<file path="src/hw/rtl/ra6r5_pkg.sv">
package ra6r5_pkg;

    localparam int CFG_IDX_W  = 4;
    localparam int CFG_DATA_W = 32;

    // register stages in the polynomial and field sections
    localparam int POLY_STAGES  = 6;
    localparam int FIELD_STAGES = 3;

    // register indexes
    localparam logic [CFG_IDX_W-1:0] REG_ENABLE = 4'd0;
    localparam logic [CFG_IDX_W-1:0] REG_EASY_X = 4'd1;
    localparam logic [CFG_IDX_W-1:0] REG_EASY_Y = 4'd2;
    localparam logic [CFG_IDX_W-1:0] REG_EASY_Z = 4'd3;
    localparam logic [CFG_IDX_W-1:0] REG_REF_X  = 4'd4;
    localparam logic [CFG_IDX_W-1:0] REG_REF_Y  = 4'd5;
    localparam logic [CFG_IDX_W-1:0] REG_REF_Z  = 4'd6;
    localparam logic [CFG_IDX_W-1:0] REG_ANISO  = 4'd7;

    localparam logic signed [15:0] AXIS_ONE = 16'sd32767;

    // 1.0 in Q.24
    localparam logic signed [32:0] ONE_Q24 = 33'sd16777216;

    typedef struct packed {
        logic signed [15:0] spin_x;
        logic signed [15:0] spin_y;
        logic signed [15:0] spin_z;
        logic signed [31:0] field_in_x;
        logic signed [31:0] field_in_y;
        logic signed [31:0] field_in_z;
        logic               last_in;
    } in_t;

    typedef struct packed {
        logic signed [31:0] field_x;
        logic signed [31:0] field_y;
        logic signed [31:0] field_z;
        logic signed [31:0] energy;
        logic               last_out;
    } out_t;

    typedef struct packed {
        logic               enable;
        logic signed [15:0] easy_x;
        logic signed [15:0] easy_y;
        logic signed [15:0] easy_z;
        logic signed [15:0] ref_x;
        logic signed [15:0] ref_y;
        logic signed [15:0] ref_z;
        logic signed [31:0] k;
        logic signed [34:0] k5;    // 5 * k, feeds the x-axis term
    } cfg_t;

    // register defaults: disabled, easy axis +z, reference axis +x, k = 0
    localparam cfg_t CFG_RESET = '{
        enable: 1'b0,
        easy_x: 16'sd0,
        easy_y: 16'sd0,
        easy_z: AXIS_ONE,
        ref_x:  AXIS_ONE,
        ref_y:  16'sd0,
        ref_z:  16'sd0,
        k:      32'sd0,
        k5:     35'sd0
    };

    // fields that ride along the pipe untouched
    typedef struct packed {
        logic signed [31:0] fin_x;
        logic signed [31:0] fin_y;
        logic signed [31:0] fin_z;
        logic               last;
    } side_t;

    // polynomial times projection, Q.24
    typedef struct packed {
        logic signed [31:0] ae;
        logic signed [31:0] axr;
        logic signed [31:0] az;
        side_t              side;
    } mid_t;

    // Q.30 dot product -> Q.24, clamped to +-1.0
    function automatic logic signed [25:0] proj_round(input logic signed [33:0] d);
        logic signed [33:0] t;
        t = (d + 34'sd32) >>> 6;
        if (t > 34'sd16777216) begin
            proj_round = 26'sd16777216;
        end else if (t < -34'sd16777216) begin
            proj_round = -26'sd16777216;
        end else begin
            proj_round = t[25:0];
        end
    endfunction

    function automatic logic signed [25:0] rnd24_52(input logic signed [51:0] p);
        logic signed [51:0] t;
        t = (p + 52'sd8388608) >>> 24;
        rnd24_52 = t[25:0];
    endfunction

    function automatic logic signed [31:0] rnd24_59(input logic signed [58:0] p);
        logic signed [58:0] t;
        t = (p + 59'sd8388608) >>> 24;
        rnd24_59 = t[31:0];
    endfunction

    function automatic logic signed [41:0] rnd24_67(input logic signed [66:0] p);
        logic signed [66:0] t;
        t = (p + 67'sd8388608) >>> 24;
        rnd24_67 = t[41:0];
    endfunction

    function automatic logic signed [43:0] rnd15_59(input logic signed [58:0] p);
        logic signed [58:0] t;
        t = (p + 59'sd16384) >>> 15;
        rnd15_59 = t[43:0];
    endfunction

    function automatic logic signed [31:0] sat32(input logic signed [45:0] x);
        if (x > 46'sd2147483647) begin
            sat32 = 32'sh7fffffff;
        end else if (x < -46'sd2147483648) begin
            sat32 = 32'sh80000000;
        end else begin
            sat32 = x[31:0];
        end
    endfunction

endpackage

</file>
<file path="src/hw/rtl/ra6r5_cfg.sv">
module ra6r5_cfg (
    input  logic                             aclk,
    input  logic                             aresetn,
    input  logic                             cfg_valid,
    output logic                             cfg_ready,
    input  logic [ra6r5_pkg::CFG_IDX_W-1:0]  cfg_index,
    input  logic [ra6r5_pkg::CFG_DATA_W-1:0] cfg_data,
    output ra6r5_pkg::cfg_t                  cfg
);
    import ra6r5_pkg::*;

    cfg_t cfg_reg, cfg_next;

    assign cfg_ready = 1'b1;
    assign cfg       = cfg_reg;

    always_comb begin
        cfg_next = cfg_reg;
        if (cfg_valid) begin
            case (cfg_index)
                REG_ENABLE: cfg_next.enable = cfg_data[0];
                REG_EASY_X: cfg_next.easy_x = cfg_data[15:0];
                REG_EASY_Y: cfg_next.easy_y = cfg_data[15:0];
                REG_EASY_Z: cfg_next.easy_z = cfg_data[15:0];
                REG_REF_X:  cfg_next.ref_x  = cfg_data[15:0];
                REG_REF_Y:  cfg_next.ref_y  = cfg_data[15:0];
                REG_REF_Z:  cfg_next.ref_z  = cfg_data[15:0];
                REG_ANISO: begin
                    cfg_next.k  = cfg_data;
                    cfg_next.k5 = (35'($signed(cfg_data)) <<< 2) + 35'($signed(cfg_data));
                end
                default: ;
            endcase
        end
    end

    always_ff @(posedge aclk) begin
        if (!aresetn) begin
            cfg_reg <= CFG_RESET;
        end else begin
            cfg_reg <= cfg_next;
        end
    end

endmodule

</file>
<file path="config.mk">
export PLATFORM = sky130hd
export DESIGN_NAME = ra6r5_cfg
export DESIGN_NICKNAME = d
export VERILOG_FILES = /design/src/hw/rtl/ra6r5_pkg.sv /design/src/hw/rtl/ra6r5_cfg.sv
export SDC_FILE = /design/constraint.sdc
export NUM_CORES = 1
export LEC_CHECK = 0
export BUFFER_PORTS_ARGS = -buffer_cell sky130_fd_sc_hd__buf_2
export CAP_MARGIN = 20
export CORE_ASPECT_RATIO = 0.7
export CORE_MARGIN = 2
export CORE_UTILIZATION = 53
export CTS_CLUSTER_DIAMETER = 100
export DETAILED_ROUTE_END_ITERATION = 12
export GPL_TIMING_DRIVEN = 0
export PLACE_DENSITY = 0.81
export SYNTH_ARGS = -nofsm -noshare
export SYNTH_HDL_FRONTEND = slang
export SYNTH_SLANG_ARGS = --single-unit
</file>
<file path="constraint.sdc">
create_clock -name aclk -period 3.6 [get_ports aclk]
set_input_delay 0.9 -clock aclk [delete_from_list [all_inputs] [get_ports aclk]]
set_output_delay 0.9 -clock aclk [all_outputs]
set_load 0.05 [all_outputs]
</file>
==> flow_summary.ini <==
[hold_path]
hold_path.class = reg2reg

[cts]
post_cts_resize_count = 0
clock_latency_ns = 0.43
cts_sinks = 161
hold_buffers = 0
cts_root_buffer = clkbuf_16
cts.reportedPaths.clkPinSlew_ns = 0.07
ctsLongestPathBuffers = 2
cts_buffers = 17
post_cts_buffers = 0
htreeDepth = 4
cts_tree = yes

[place]
portBuffers = 202
dp_slack_ns = -0.217
place_congestion = 0.953
place.detailed.hpwl_um = 16500
placed_cells = 1291

[floorplan]
fp.dieArea_mm2 = 0.0152
fp-row-count = 36
start_util_pct = 54.2
coreArea_mm2 = 0.0139
die_w_um = 146
io_pins = 204
fp.dieH_um = 104

[global_routing]
grt-ovfl-total = 0
antenna_found_initial = 0
grt_pass1_wl_um = 34600
grt_usage_pct = 28.7
grt_max_degree = 19
grt_pass1_vias = 6473

[yosys]
synth.distinct_cells = 51
synthCells = 899
synth_edf_count = 0
synth_compound_area_share_pct = 18.1
syn_nets = 970
async_flop_share_pct = 0
avgSynthCellArea_um2 = 8.37
synth_top_family_by_area = simple AND/OR/NAND/NOR gates
syn-cell-area_mm2 = 0.00752
ys_seq_area_share_pct = 42.9
synth_largest_area_cell = dfxtp_1
synth-xor-area-share_pct = 3.03
ys_seq_elements = 161
synthSimpleGateAreaFrac_pct = 22.9
synthMuxAreaShare_pct = 4.26
synth_area_leaders = dfxtp_1 (43%), nand2_1 (12%), a21boi_0 (7.1%)
synth_flop_cell = dfxtp_1
synth_commonest_cells = nand2_1 (250), dfxtp_1 (161), a21boi_0 (71)
post-synth-top-count-cell = nand2_1
synthAdderAreaFrac_pct = 5.42
yosys_warnings = 0
synth_top_area_share_pct = 42.9

[power]
ir_worst_vdd_uv = 372
p_leak_nw = 4.41
power_density_mw_per_mm2 = 454

[timing]
max_freq_ghz = 0.296
fin_setup_tns_ns = 0
relSlewSlack_pct = 26.0
rsz0062_at_grt = no
skew_ns = 0
hold_viol = 0
worst_slack_ns = 0.225
slew_viol_final = 0
worst_pin_slew_ns = 1.11
fin_crit_sh_pct = 93.7
setup_viol = 0
fin_crit_ns = 3.37

[worst_setup_path]
startpoint_type = input port
crit_path_max_fanout = 9
critPathKind = in2reg
crit_path_end_kind = flop
crit_required_ns = 3.91
arrival_ns = 3.68

[route]
vias_per_cell = 5.42
wl_met2_um = 9540
vias = 7170
antenna_left = 0
drt_pre_antenna_iters = 6
dr.max_layer_used = met4
drt_wl_total_um = 22200
wl_per_cell_um = 16.8
drc = 0
drtIter0Drc = 544
wl_met3_um = 1980
drt-met1-wl_um = 10500

[outcome]
status = completed

[finish]
antenna_cells = 0
flow.area_growth_from_synthesis_pct = 24.5
num-fill-cells = 1193
stdcell_count = 1323
largest_register_ffs = 161
nNetsFinal = 1191
drive_gt1_share_pct = 21.7

[flow_run]
drv_cap = 0
==> layer usage <==
layer,vias up,GRT usage [%]
li1,3505,-
met1,3353,41.9
met2,298,43.5
met3,14,6.96
met4,0,5.13
met5,-,0
==> placed cells by master, fill, tap and decap left out, types with 6 or more instances in the layout <==
| master | netlist | routed |
|---|---|---|
| nand3b_1 | 7 | 7 |
| o21bai_1 | 6 | 6 |
| mux2i_1 | 32 | 32 |
| o21ai_0 | 34 | 34 |
| a21oi_1 | 32 | 32 |
| nor3_1 | 8 | 8 |
| nor2_1 | 13 | 13 |
| clkbuf_1 | 49 | 49 |
| a21boi_0 | 71 | 71 |
| nor2b_1 | 33 | 33 |
| dfxtp_1 | 161 | 161 |
| ha_1 | 31 | 31 |
| xnor2_1 | 13 | 13 |
| xor2_1 | 13 | 13 |
| nand3_1 | 38 | 38 |
| buf_2 | 2 | 204 |
| a21o_1 | 23 | 23 |
| nand2_1 | 250 | 250 |
| and3_1 | 6 | 6 |
| and2_1 | 10 | 10 |
| clkbuf_16 | 0 | 17 |
| inv_1 | 7 | 7 |
==> worst max-delay path: stages <==
cell and delay (ns):
buf_2 0.18, ha_1 0.25, fa_1 0.41, a21oi_1 0.22, o21ai_0 0.16, o21ai_2 0.27
o21ai_1 0.19, a221oi_2 0.39, o21ai_2 0.19, nor4bb_1 0.16, or3_1 0.35
==> report_power, final <==
group / switching [W] / internal, W
combinational: 0.000426 / 0.000207
clock: 0.000865 / 0.000932
sequential: 0.0000149 / 0.00181
total: 0.00131 / 0.00295
==> cell type report <==
class                      count  area (um^2)  share of cell area (%)
multi-input combinational    674         4040                    43.2
sequential                   161         3220                    34.4
clock buffer                  17          425                    4.54
timing repair buffer         202         1010                    10.8
inverter                       7         26.3                   0.281
tap                          190          238                    2.54
clock inverter                15          161                    1.72
buffer                        57          231                    2.47
==> per-stage QoR <==
| stage | hold slack (ns) | instance area, um^2 | power (W) | utilization, % |
|---|---|---|---|---|
| after floorplan | 0.672 | 7520 | 0.00230 | - |
| after global placement | 0.435 | 8770 | 0.00248 | 63.2 |
| after CTS | 0.457 | 9360 | 0.00426 | 67.4 |
| after detailed placement | 0.442 | 8770 | 0.00248 | 63.2 |
| after global routing | 0.477 | 9360 | 0.00440 | 67.5 |
| final | 0.456 | 9360 | 0.00425 | 67.5 |
==> kinds of logic after synthesis <==
group | count (synthesis)
xor+xnor | 26
buf+inv | 64
simple gates | 385
mux | 32
flops | 161
other cells | 1
compound gates | 198
fa+ha+maj | 32
==> final timing paths <==
kind / startpoint / to / slack [ns] / depth (start not counted)
min: cfg[25] / cfg[25] / 0.46 / 2
max: cfg_data[2] / cfg[26] / 0.23 / 11
min reg2reg: cfg[25] / cfg[25] / 0.46 / 2
max reg2reg: cfg[26] / cfg[26] / 2.57 / 2
Power figures use the tool's default switching activity.
