### config.mk
export PLATFORM = sky130hd
export DESIGN_NAME = ra6r5_obuf
export DESIGN_NICKNAME = d
export VERILOG_FILES = /design/src/hw/rtl/ra6r5_pkg.sv /design/src/hw/rtl/ra6r5_obuf.sv
export SDC_FILE = /design/constraint.sdc
export NUM_CORES = 1
export LEC_CHECK = 0
export ABC_AREA = 1
export BUFFER_PORTS_ARGS = -buffer_cell sky130_fd_sc_hd__buf_4
export CAP_MARGIN = 20
export CORE_MARGIN = 2
export CORE_UTILIZATION = 47
export CTS_CLUSTER_DIAMETER = 150
export DETAILED_ROUTE_END_ITERATION = 10
export HOLD_SLACK_MARGIN = 0.06
export MAX_ROUTING_LAYER = met4
export PLACE_DENSITY = 0.77
export SYNTH_ARGS = -nofsm -noshare
export SYNTH_HDL_FRONTEND = slang
export SYNTH_SLANG_ARGS = --single-unit
### constraint.sdc
create_clock -name aclk -period 8.4 [get_ports aclk]
set_clock_uncertainty 0.2 [all_clocks]
set_input_delay 1.68 -clock aclk [delete_from_list [all_inputs] [get_ports aclk]]
set_output_delay 1.68 -clock aclk [all_outputs]
set_load 0.005 [all_outputs]
### src/hw/rtl/ra6r5_pkg.sv
package ra6r5_pkg;

    localparam int CFG_IDX_W  = 4;
    localparam int CFG_DATA_W = 32;

    // register stages in the polynomial and field sections
    localparam int POLY_STAGES  = 6;
    localparam int FIELD_STAGES = 3;

    // register indexes
    localparam logic [CFG_IDX_W-1:0] REG_ENABLE = 4'd0;
    localparam logic [CFG_IDX_W-1:0] REG_EASY_X = 4'd1;
    localparam logic [CFG_IDX_W-1:0] REG_EASY_Y = 4'd2;
    localparam logic [CFG_IDX_W-1:0] REG_EASY_Z = 4'd3;
    localparam logic [CFG_IDX_W-1:0] REG_REF_X  = 4'd4;
    localparam logic [CFG_IDX_W-1:0] REG_REF_Y  = 4'd5;
    localparam logic [CFG_IDX_W-1:0] REG_REF_Z  = 4'd6;
    localparam logic [CFG_IDX_W-1:0] REG_ANISO  = 4'd7;

    localparam logic signed [15:0] AXIS_ONE = 16'sd32767;

    // 1.0 in Q.24
    localparam logic signed [32:0] ONE_Q24 = 33'sd16777216;

    typedef struct packed {
        logic signed [15:0] spin_x;
        logic signed [15:0] spin_y;
        logic signed [15:0] spin_z;
        logic signed [31:0] field_in_x;
        logic signed [31:0] field_in_y;
        logic signed [31:0] field_in_z;
        logic               last_in;
    } in_t;

    typedef struct packed {
        logic signed [31:0] field_x;
        logic signed [31:0] field_y;
        logic signed [31:0] field_z;
        logic signed [31:0] energy;
        logic               last_out;
    } out_t;

    typedef struct packed {
        logic               enable;
        logic signed [15:0] easy_x;
        logic signed [15:0] easy_y;
        logic signed [15:0] easy_z;
        logic signed [15:0] ref_x;
        logic signed [15:0] ref_y;
        logic signed [15:0] ref_z;
        logic signed [31:0] k;
        logic signed [34:0] k5;    // 5 * k, feeds the x-axis term
    } cfg_t;

    // register defaults: disabled, easy axis +z, reference axis +x, k = 0
    localparam cfg_t CFG_RESET = '{
        enable: 1'b0,
        easy_x: 16'sd0,
        easy_y: 16'sd0,
        easy_z: AXIS_ONE,
        ref_x:  AXIS_ONE,
        ref_y:  16'sd0,
        ref_z:  16'sd0,
        k:      32'sd0,
        k5:     35'sd0
    };

    // fields that ride along the pipe untouched
    typedef struct packed {
        logic signed [31:0] fin_x;
        logic signed [31:0] fin_y;
        logic signed [31:0] fin_z;
        logic               last;
    } side_t;

    // polynomial times projection, Q.24
    typedef struct packed {
        logic signed [31:0] ae;
        logic signed [31:0] axr;
        logic signed [31:0] az;
        side_t              side;
    } mid_t;

    // Q.30 dot product -> Q.24, clamped to +-1.0
    function automatic logic signed [25:0] proj_round(input logic signed [33:0] d);
        logic signed [33:0] t;
        t = (d + 34'sd32) >>> 6;
        if (t > 34'sd16777216) begin
            proj_round = 26'sd16777216;
        end else if (t < -34'sd16777216) begin
            proj_round = -26'sd16777216;
        end else begin
            proj_round = t[25:0];
        end
    endfunction

    function automatic logic signed [25:0] rnd24_52(input logic signed [51:0] p);
        logic signed [51:0] t;
        t = (p + 52'sd8388608) >>> 24;
        rnd24_52 = t[25:0];
    endfunction

    function automatic logic signed [31:0] rnd24_59(input logic signed [58:0] p);
        logic signed [58:0] t;
        t = (p + 59'sd8388608) >>> 24;
        rnd24_59 = t[31:0];
    endfunction

    function automatic logic signed [41:0] rnd24_67(input logic signed [66:0] p);
        logic signed [66:0] t;
        t = (p + 67'sd8388608) >>> 24;
        rnd24_67 = t[41:0];
    endfunction

    function automatic logic signed [43:0] rnd15_59(input logic signed [58:0] p);
        logic signed [58:0] t;
        t = (p + 59'sd16384) >>> 15;
        rnd15_59 = t[43:0];
    endfunction

    function automatic logic signed [31:0] sat32(input logic signed [45:0] x);
        if (x > 46'sd2147483647) begin
            sat32 = 32'sh7fffffff;
        end else if (x < -46'sd2147483648) begin
            sat32 = 32'sh80000000;
        end else begin
            sat32 = x[31:0];
        end
    endfunction

endpackage

### src/hw/rtl/ra6r5_obuf.sv
module ra6r5_obuf (
    input  logic            aclk,
    input  logic            aresetn,
    input  logic            in_valid,
    input  ra6r5_pkg::out_t in_data,
    output logic            adv,
    output logic            m_valid,
    input  logic            m_ready,
    output ra6r5_pkg::out_t m_data
);
    import ra6r5_pkg::*;

    logic out_valid_reg, out_valid_next;
    logic skid_valid_reg, skid_valid_next;
    out_t out_data_reg, out_data_next;
    out_t skid_data_reg, skid_data_next;
    logic take, load;

    // pipe moves only while the skid entry is free
    assign adv     = !skid_valid_reg;
    assign m_valid = out_valid_reg;
    assign m_data  = out_data_reg;
    assign take    = out_valid_reg && m_ready;
    assign load    = in_valid && !skid_valid_reg;

    always_comb begin
        out_valid_next  = out_valid_reg;
        skid_valid_next = skid_valid_reg;
        out_data_next   = out_data_reg;
        skid_data_next  = skid_data_reg;
        if (skid_valid_reg) begin
            if (take) begin
                out_data_next   = skid_data_reg;
                skid_valid_next = 1'b0;
            end
        end else if (load) begin
            if (!out_valid_reg || take) begin
                out_data_next  = in_data;
                out_valid_next = 1'b1;
            end else begin
                skid_data_next  = in_data;
                skid_valid_next = 1'b1;
            end
        end else if (take) begin
            out_valid_next = 1'b0;
        end
    end

    always_ff @(posedge aclk) begin
        if (!aresetn) begin
            out_valid_reg  <= 1'b0;
            skid_valid_reg <= 1'b0;
        end else begin
            out_valid_reg  <= out_valid_next;
            skid_valid_reg <= skid_valid_next;
        end
        out_data_reg  <= out_data_next;
        skid_data_reg <= skid_data_next;
    end

endmodule

==> results of run 1 <==
## cell type report
| class | instances | area (µm²) |
|---|---|---|
| Clock inverter | 8 | 116 |
| Multi-Input combinational cell | 399 | 1510 |
| Tap cell | 270 | 338 |
| Sequential cell | 260 | 7790 |
| Timing Repair Buffer | 268 | 2010 |
| Fill cell | 1478 | 7560 |
| Inverter | 7 | 33.8 |
| Clock buffer | 37 | 743 |
## cells by family (layout without fill, tap and decap cells)
logic type             Yosys count  in the layout  synth area share (%)
DFF                            260            260                  81.7
buffers and inverters           36            320                  2.60
AOI/OAI and AO/OA                2              2                 0.105
and+or+nand+nor                397            397                  15.6
## worst max path at each step
| stage | start | endpoint | slack (ns) |
|---|---|---|---|
| after detailed placement | skid_valid_reg | m_data[6] | 4.01 |
| after floorplan | in_valid | m_data[0] | 2.24 |
| after global placement | skid_valid_reg | m_data[6] | 4.08 |
| after global routing | skid_valid_reg | m_data[113] | 3.67 |
| final | skid_valid_reg | m_data[118] | 4.07 |
| after CTS | skid_valid_reg | m_data[127] | 4.01 |
## cell usage after synthesis (all sizes together)
library cell and n:
nor2 2, edfxtp 258, inv 7, nand2 394, dfxtp 2, nand3 1, clkbuf 1, buf 28
a21oi 2
## through the flow
step           worst slack, ns  power (mW)  utilization (%)  std cells
2_1_floorplan             2.24        1.65                -        695
5_1_grt                   3.67        3.03             62.4       1249
6_report                  4.07        2.93             62.4       1249
3_3_place_gp              4.08        1.80             58.1       1204
3_5_place_dp              4.01        1.80             58.1       1204
4_1_cts                   4.01        2.96             62.4       1249
## worst min-delay path, stage by stage (launching register included)
cell      delay [ns]
edfxtp_1        0.31
nand2_1         0.05
nand2_1         0.05
## per-layer routing
layer | wire, µm | vias to the layer above | global-route usage (%)
met3 | 1400 | 45 | 3.44
met1 | 7890 | 2719 | 23.1
met5 | 0 | - | -
met4 | 637 | 0 | 6.89
li1 | - | 2873 | -
met2 | 9610 | 228 | 29.5
## power by group through the flow
stage | clock (mW) | sequential (mW) | combinational, mW
5_1_grt | 1.23 | 1.55 | 0.255
6_report | 1.16 | 1.54 | 0.231
3_5_place_dp | 0 | 1.57 | 0.235
3_3_place_gp | 0 | 1.57 | 0.229
2_1_floorplan | 0 | 1.57 | 0.0755
4_1_cts | 1.18 | 1.54 | 0.236
==> flow_summary_export.csv, run 1 <==
group,metric,value,unit
yosys,yosys_warnings,0,
pwr,netSwitchingFraction,20.3,%
min_path,hold_path_startpoint,"skid_data_reg[94]",
global_routing,grt.overflow.total,0,
yosys,synth_nets,828,
critical_path,critPathTopFamily,"buffers and inverters",
global_routing,grt_pass1_wl,29800,µm
cts,cts_root_buf,"clkbuf_16",
cells_and_area,stdcell_area,12500,µm²
cells_and_area,layout_common_cells,"nand2_1, buf_4, edfxtp_1",
detailed_routing,detail_route.wl_per_cell,15.6,µm
detailed_routing,routed_wl,19500,µm
yosys,synth.yosys.seq_area_share,81.7,%
min_path,hold_class,"flip-flop to flip-flop",
cts,cts_hold_buf,0,
pwr,pwr-share-seq,52.6,%
outcome,outcome,"complete, no violations",
critical_path,required,8.33,ns
placement,globalplace.congestion,0.798,
pwr,p_sw,594,µW
detailed_routing,drc,0,
detailed_routing,drtAntennaViolNets,0,
global_routing,grt_max_degree,70,
min_path,min_path_cells,2,
die,die_area,21400,µm²
yosys,yosys.area.top_type,"edfxtp_1",
pwr,power.density,234,nW/µm²
critical_path,slowest_stage,"buf_4",
die,start_util,47.4,%
critical_path,worstPathBufferInverterCount,4,
pwr,p_leak,5.29,nW
cts,cts_max_path_buffers,3,
cells_and_area,area_delta_synth_final,31.6,%
placement,dp_hpwl,12800,µm
yosys,avgSynthCellArea,13.7,µm²
cells_and_area,drive_above_1_share,31.6,%
critical_path,r2r_slack,4.07,ns
critical_path,crit_top_cell,"buf_4",
detailed_routing,drtPass1Iterations,5,
pwr,p_int,2.34,mW
cts,clk_latency,0.52,ns
pwr,pwr-share-clk,39.5,%
timing,tns,0,ns
yosys,syn-cell-area,9540,µm²
timing,min_period,4.33,ns
run,maxCapViolCount,0,
cts,cts_tree,"built",
timing,timing.fmax,231,MHz
cells_and_area,n_antenna_cell,0,
timing,finalHoldViolCount,0,
critical_path,crit_arrival,4.26,ns
detailed_routing,drtIter0Drc,372,
cells_and_area,nNetsFinal,1095,
cts,cts.sinks,260,
cts,ctsHtreeMaxLevel,1,
detailed_routing,vias,5865,
placement,io_buffers,263,
critical_path,rr_worst_depth,6,
die,num_rows,52,
timing,slew_violations,0,
die,die-height,146,µm
critical_path,start_kind,"flip-flop",
critical_path,cp_max_fo,69,
critical_path,path_class,"flip-flop to flip-flop",
die,pin_count,264,
timing,timing.hold.ws,0.307,ns
min_path,holdPathEnd,"m_data[94]",
pwr,ir_drop,0.147,mV
timing,maxSlewHeadroom,42.1,%
global_routing,first_global_vias,5625,
cells_and_area,mostFrequentLayoutCell,"nand2_1",
die,die_w,146,µm
cts,cts_resized,0,
global_routing,grtUsageTotal,18.2,%
critical_path,worstReg2RegEnd,"m_data[118]",
cts,cts_setup_buffers,0,
timing,rsz0062_at_grt,"false",
pwr,power_frac_comb,7.9,%
critical_path,timing.rr.start,"skid_valid_reg",
yosys,postSynthCellCount,695,
timing,worst_pin_slew,0.868,ns
placement,dpl_cell_area,11700,µm²
timing,period_share,51.5,%
critical_path,path_cells,"inv_4 > buf_4 > nand2_1 > a21oi_4 > buf_4 > buf_4",
critical_path,max_stage_delay,0.79,ns
yosys,yosys.area.top_type_share,81.2,%
timing,setup_viol,0,
detailed_routing,drt-vias-per-instance,4.70,
cts,clk_pin_slew,0.06,ns
global_routing,antenna_found_initial,0,
yosys,yosys_register_bits,260,
critical_path,endpoint_kind,"flip-flop",
critical_path,cp.depth,6,
cts,cts-buffers-inserted,26,
yosys,synth.area.top_cells,"edfxtp_1, nand2_1, buf_6",
die,core_area,20100,µm²
yosys,yosysUniqueCellTypes,11,
Power figures use the tool's default switching activity.
==> run 2: changes to the inputs <==
Clock period 8.4 ns to 3.8 ns, I/O delays scaled along.
==> run 2 against run 1 <==
  * Count of clock-buffer cells in the layout is 7 lower
  * Combinational power is 130% higher
  * Critical path type unchanged
  * Highest routed layer unchanged
  * Worst setup slack worse by 2.7 ns
  * Die area stayed put
  * Final area is 0.56% higher
  * Clock power is 130% higher
  * Register-to-register slack worse by 2.7 ns
  * Maximum frequency is 77% higher
  * Sequential share of layout area is 0.35 points lower
  * Largest cell class unchanged
  * Critical path depth is 1 lower
==> flow_summary_export.csv, run 2 (same netlist as run 1, synthesis figures left out) <==
group,metric,value,unit
outcome,outcome,"complete, no violations",
die,die-height,146,µm
critical_path,max_stage_delay,0.57,ns
critical_path,path_cells,"inv_4 > buf_4 > buf_4 > nand2_1 > nand2_1",
timing,setup_viol,0,
cts,cts_hold_buf,0,
critical_path,endpoint_kind,"flip-flop",
cells_and_area,final_util,62.8,%
cts,cts_root_buf,"clkbuf_16",
timing,setup_ws,1.36,ns
die,die_area,21400,µm²
global_routing,antenna_found_initial,0,
timing,maxSlewHeadroom,27.1,%
timing,timing.fmax,409,MHz
timing,rsz0062_at_grt,"false",
cts,clk_latency,0.53,ns
placement,globalplace.congestion,0.801,
detailed_routing,drtAntennaViolNets,0,
global_routing,grt_pass1_wl,29700,µm
detailed_routing,drc,0,
detailed_routing,drtIter0Drc,388,
critical_path,start_kind,"flip-flop",
cells_and_area,instances_no_fill,1252,
detailed_routing,vias,5918,
die,die_w,146,µm
die,pin_count,264,
cts,cts_max_path_buffers,3,
timing,finalHoldViolCount,0,
cts,ctsHtreeMaxLevel,1,
timing,tns,0,ns
cts,cts_resized,0,
critical_path,timing.rr.start,"skid_valid_reg",
critical_path,crit_path_start,"skid_valid_reg",
die,start_util,47.4,%
placement,post-place-ws,1.10,ns
critical_path,path_class,"flip-flop to flip-flop",
cells_and_area,fillers,1498,
cells_and_area,n_antenna_cell,0,
cells_and_area,drive_above_1_share,32.1,%
placement,dp_cells,1204,
pwr,power,6.58,mW
cts,cts.sinks,260,
detailed_routing,routed_wl,19400,µm
detailed_routing,drtPass1Iterations,4,
pwr,ir_drop,0.402,mV
detailed_routing,detail_route.wl_per_cell,15.5,µm
critical_path,crit_arrival,2.63,ns
timing,slew_violations,0,
timing,min_period,2.44,ns
cells_and_area,stdcell_area,12600,µm²
die,core_area,20100,µm²
critical_path,slowest_stage,"buf_4",
timing,timing.hold.ws,0.212,ns
pwr,p_leak,5.31,nW
placement,io_buffers,263,
cts,cts_setup_buffers,0,
run,maxCapViolCount,0,
global_routing,grtUsageTotal,18.1,%
placement,dp_hpwl,12400,µm
min_path,hold_path_startpoint,"in_data[81]",
critical_path,required,3.98,ns
die,num_rows,52,
cells_and_area,area_delta_synth_final,32.3,%
cells_and_area,layout_common_cells,"nand2_1, buf_4, edfxtp_1",
cts,clk_pin_slew,0.06,ns
cells_and_area,mostFrequentLayoutCell,"nand2_1",
timing,period_share,64.3,%
global_routing,grt_max_degree,124,
placement,dpl_cell_area,11700,µm²
global_routing,grt.overflow.total,0,
pwr,power.density,521,nW/µm²
cells_and_area,nNetsFinal,1095,
min_path,hold_class,"primary input to flip-flop",
cts,cts_tree,"built",
timing,worst_pin_slew,1.09,ns
detailed_routing,drt-vias-per-instance,4.73,
cts,cts-buffers-inserted,26,
global_routing,first_global_vias,5787,
critical_path,cp_max_fo,54,
==> run 2: routing by layer <==
layer	vias to the layer above	global-route usage (%)	share of wire (%)
met4	0	7.23	3.5
met3	50	4.94	8.7
met1	2709	22.1	40
met5	-	-	0
li1	2880	-	-
met2	279	28.8	48
==> run 2: final timing paths <==
kind	to	slack [ns]	cells past startpoint
max	m_data[107]	1.36	5
min	skid_data_reg[81]	0.21	1
max reg2reg	m_data[107]	1.36	5
min reg2reg	m_data[62]	0.30	2
==> run 2: layout make-up <==
class | instances | area [µm²] | area share [%]
clock buffer | 30 | 666 | 5.28
clock inverter | 18 | 240 | 1.90
inverter | 7 | 32.5 | 0.258
multi-input combinational | 399 | 1510 | 12.0
sequential | 260 | 7790 | 61.8
tap | 270 | 338 | 2.68
timing repair buffer | 268 | 2040 | 16.1
==> run 2: power breakdown <==
part,total [mW],internal (mW),leakage [nW],switching [mW]
logic,0.521,0.263,2.44,0.258
clock network,2.66,1.61,0.437,1.05
registers,3.40,3.35,2.44,0.0482
==> run 2: critical path, delay by kind of cell (launching register included) <==
family,cells,cell delay [ns]
buffers and inverters,3,1.37
AND/OR/NAND/NOR,2,0.25
flip-flops,1,0.45
==> run 3: changes to the inputs <==
Settings changed: CORE_UTILIZATION 47 to 52, PLACE_DENSITY 0.77 to 0.8.
Clock period 3.8 ns to 2.5 ns, I/O delays scaled along.
==> run 3 against run 2 <==
  * Sequential share of layout area fell by 5.0 points
  * Register-to-register slack got worse by 0.80 ns
  * Clock power rose by 24%
  * Core utilization rose by 14 points
  * First-iteration DRC count rose by 16%
  * Final area rose by 8.8%
  * Critical path type unchanged
  * Largest cell class unchanged
==> flow_summary_export.csv, run 3 (same netlist as run 1, synthesis figures left out) <==
group,metric,value,unit
outcome,outcome,"complete, no violations",
detailed_routing,drt-vias-per-instance,4.90,
cts,cts_max_path_buffers,3,
global_routing,grtUsageTotal,23.4,%
die,die_area,19400,µm²
pwr,power,9.47,mW
cells_and_area,nNetsFinal,1226,
die,num_rows,49,
detailed_routing,drc,0,
cts,cts-buffers-inserted,25,
cts,cts_tree,"built",
detailed_routing,drtAntennaViolNets,0,
cells_and_area,layout_common_cells,"nand2_1, buf_4, edfxtp_1",
detailed_routing,drtPass1Iterations,5,
pwr,ir_drop,0.593,mV
critical_path,crit_arrival,1.90,ns
pwr,p_leak,5.78,nW
detailed_routing,detail_route.wl_per_cell,17.1,µm
die,core_area,18000,µm²
global_routing,grt_max_degree,130,
die,die_w,139,µm
timing,timing.hold.ws,0.0810,ns
placement,dp_cells,1165,
die,start_util,53.1,%
global_routing,first_global_vias,6524,
global_routing,antenna_found_initial,1,
timing,worst_pin_slew,0.723,ns
placement,globalplace.congestion,0.814,
global_routing,grt.overflow.total,0,
pwr,power.density,690,nW/µm²
cells_and_area,fillers,1022,
detailed_routing,vias,6553,
critical_path,start_kind,"flip-flop",
placement,dp_hpwl,12800,µm
min_path,hold_class,"primary input to flip-flop",
run,maxCapViolCount,0,
detailed_routing,drtIter0Drc,451,
timing,maxSlewHeadroom,51.8,%
critical_path,path_class,"flip-flop to flip-flop",
critical_path,path_cells,"inv_1 > nor2_1 > nand2_1 > clkinvlp_4 > buf_12",
cells_and_area,drive_above_1_share,27.5,%
die,die-height,139,µm
timing,setup_viol,0,
cells_and_area,stdcell_area,13700,µm²
cells_and_area,area_delta_synth_final,43.9,%
cts,ctsHtreeMaxLevel,1,
cts,clk_pin_slew,0.06,ns
critical_path,max_stage_delay,0.42,ns
timing,min_period,1.95,ns
cells_and_area,mostFrequentLayoutCell,"nand2_1",
timing,rsz0062_at_grt,"false",
placement,dpl_cell_area,11700,µm²
placement,io_buffers,263,
global_routing,grt_pass1_wl,34500,µm
critical_path,endpoint_kind,"flip-flop",
timing,timing.fmax,514,MHz
timing,period_share,77.9,%
cells_and_area,instances_no_fill,1338,
cells_and_area,final_util,76.4,%
cts,cts.sinks,260,
critical_path,required,2.46,ns
detailed_routing,routed_wl,22900,µm
cts,clk_latency,0.50,ns
cts,cts_root_buf,"clkbuf_16",
timing,slew_violations,0,
die,pin_count,264,
critical_path,cp_max_fo,67,
timing,finalHoldViolCount,0,
critical_path,slowest_stage,"dfxtp_1",
run 3: cell count changes in the layout (fill, tap and decap cells not counted), sizes merged:
cell	delta
clkinvlp	-1
inv	-1
dlygate4sd3	+130
bufinv	-5
diode	+1
clkinv	+1
buf	+2
run 3: cell type report:
cell class	count	area, µm²	area share, %
inverter	7	32.5	0.237
multi-input combinational	399	1520	11.1
clock inverter	12	55.1	0.401
tap	229	287	2.09
sequential	260	7790	56.8
clock buffer	30	644	4.69
timing repair buffer	400	3390	24.7
antenna	1	2.50	0.0182
run 3: final timing paths:
path                                        start            endpoint  slack (ns)  cells past startpoint
worst max-delay path                      m_valid  skid_data_reg[107]        0.55                      5
worst min-delay path                      m_ready      skid_valid_reg        0.08                      4
worst max register to register            m_valid  skid_data_reg[107]        0.55                      5
worst min register to register  skid_data_reg[18]          m_data[18]        0.31                      2
run 3: worst max-delay path: cells and delay by family, from the launching register on:
kind / cells / cell delay (ns)
buf+inv: 3 / 0.51
flops: 1 / 0.42
simple gates: 2 / 0.42
run 3: timing repair:
item                                   4_1_cts  5_1_grt
hold buffers                               130        0
endpoints found under the hold margin      168        0
setup buffers                                0        0
gates resized for setup                      0        0
run 3: metal layers:
metal	global-route usage (%)	part of all wire (%)	vias up
met5	-	0	-
met4	10.6	4.9	0
met3	4.30	6.0	67
met2	40.0	52	279
met1	27.1	37	3077
li1	-	-	3130
run 3: report_power, final:
part	leakage, nW	total [mW]	switching [mW]	internal [mW]
sequential	2.44	5.17	0.0809	5.09
combinational	3.00	1.00	0.460	0.543
clock	0.335	3.30	1.48	1.82
run 3: metrics by stage:
stage | setup slack, ns | TNS (ns)
floorplan | -0.936 | -208.48
global placement | 0.463 | 0
detailed placement | 0.439 | 0
CTS | 0.608 | 0
global route | 0.441 | 0
finish | 0.553 | 0
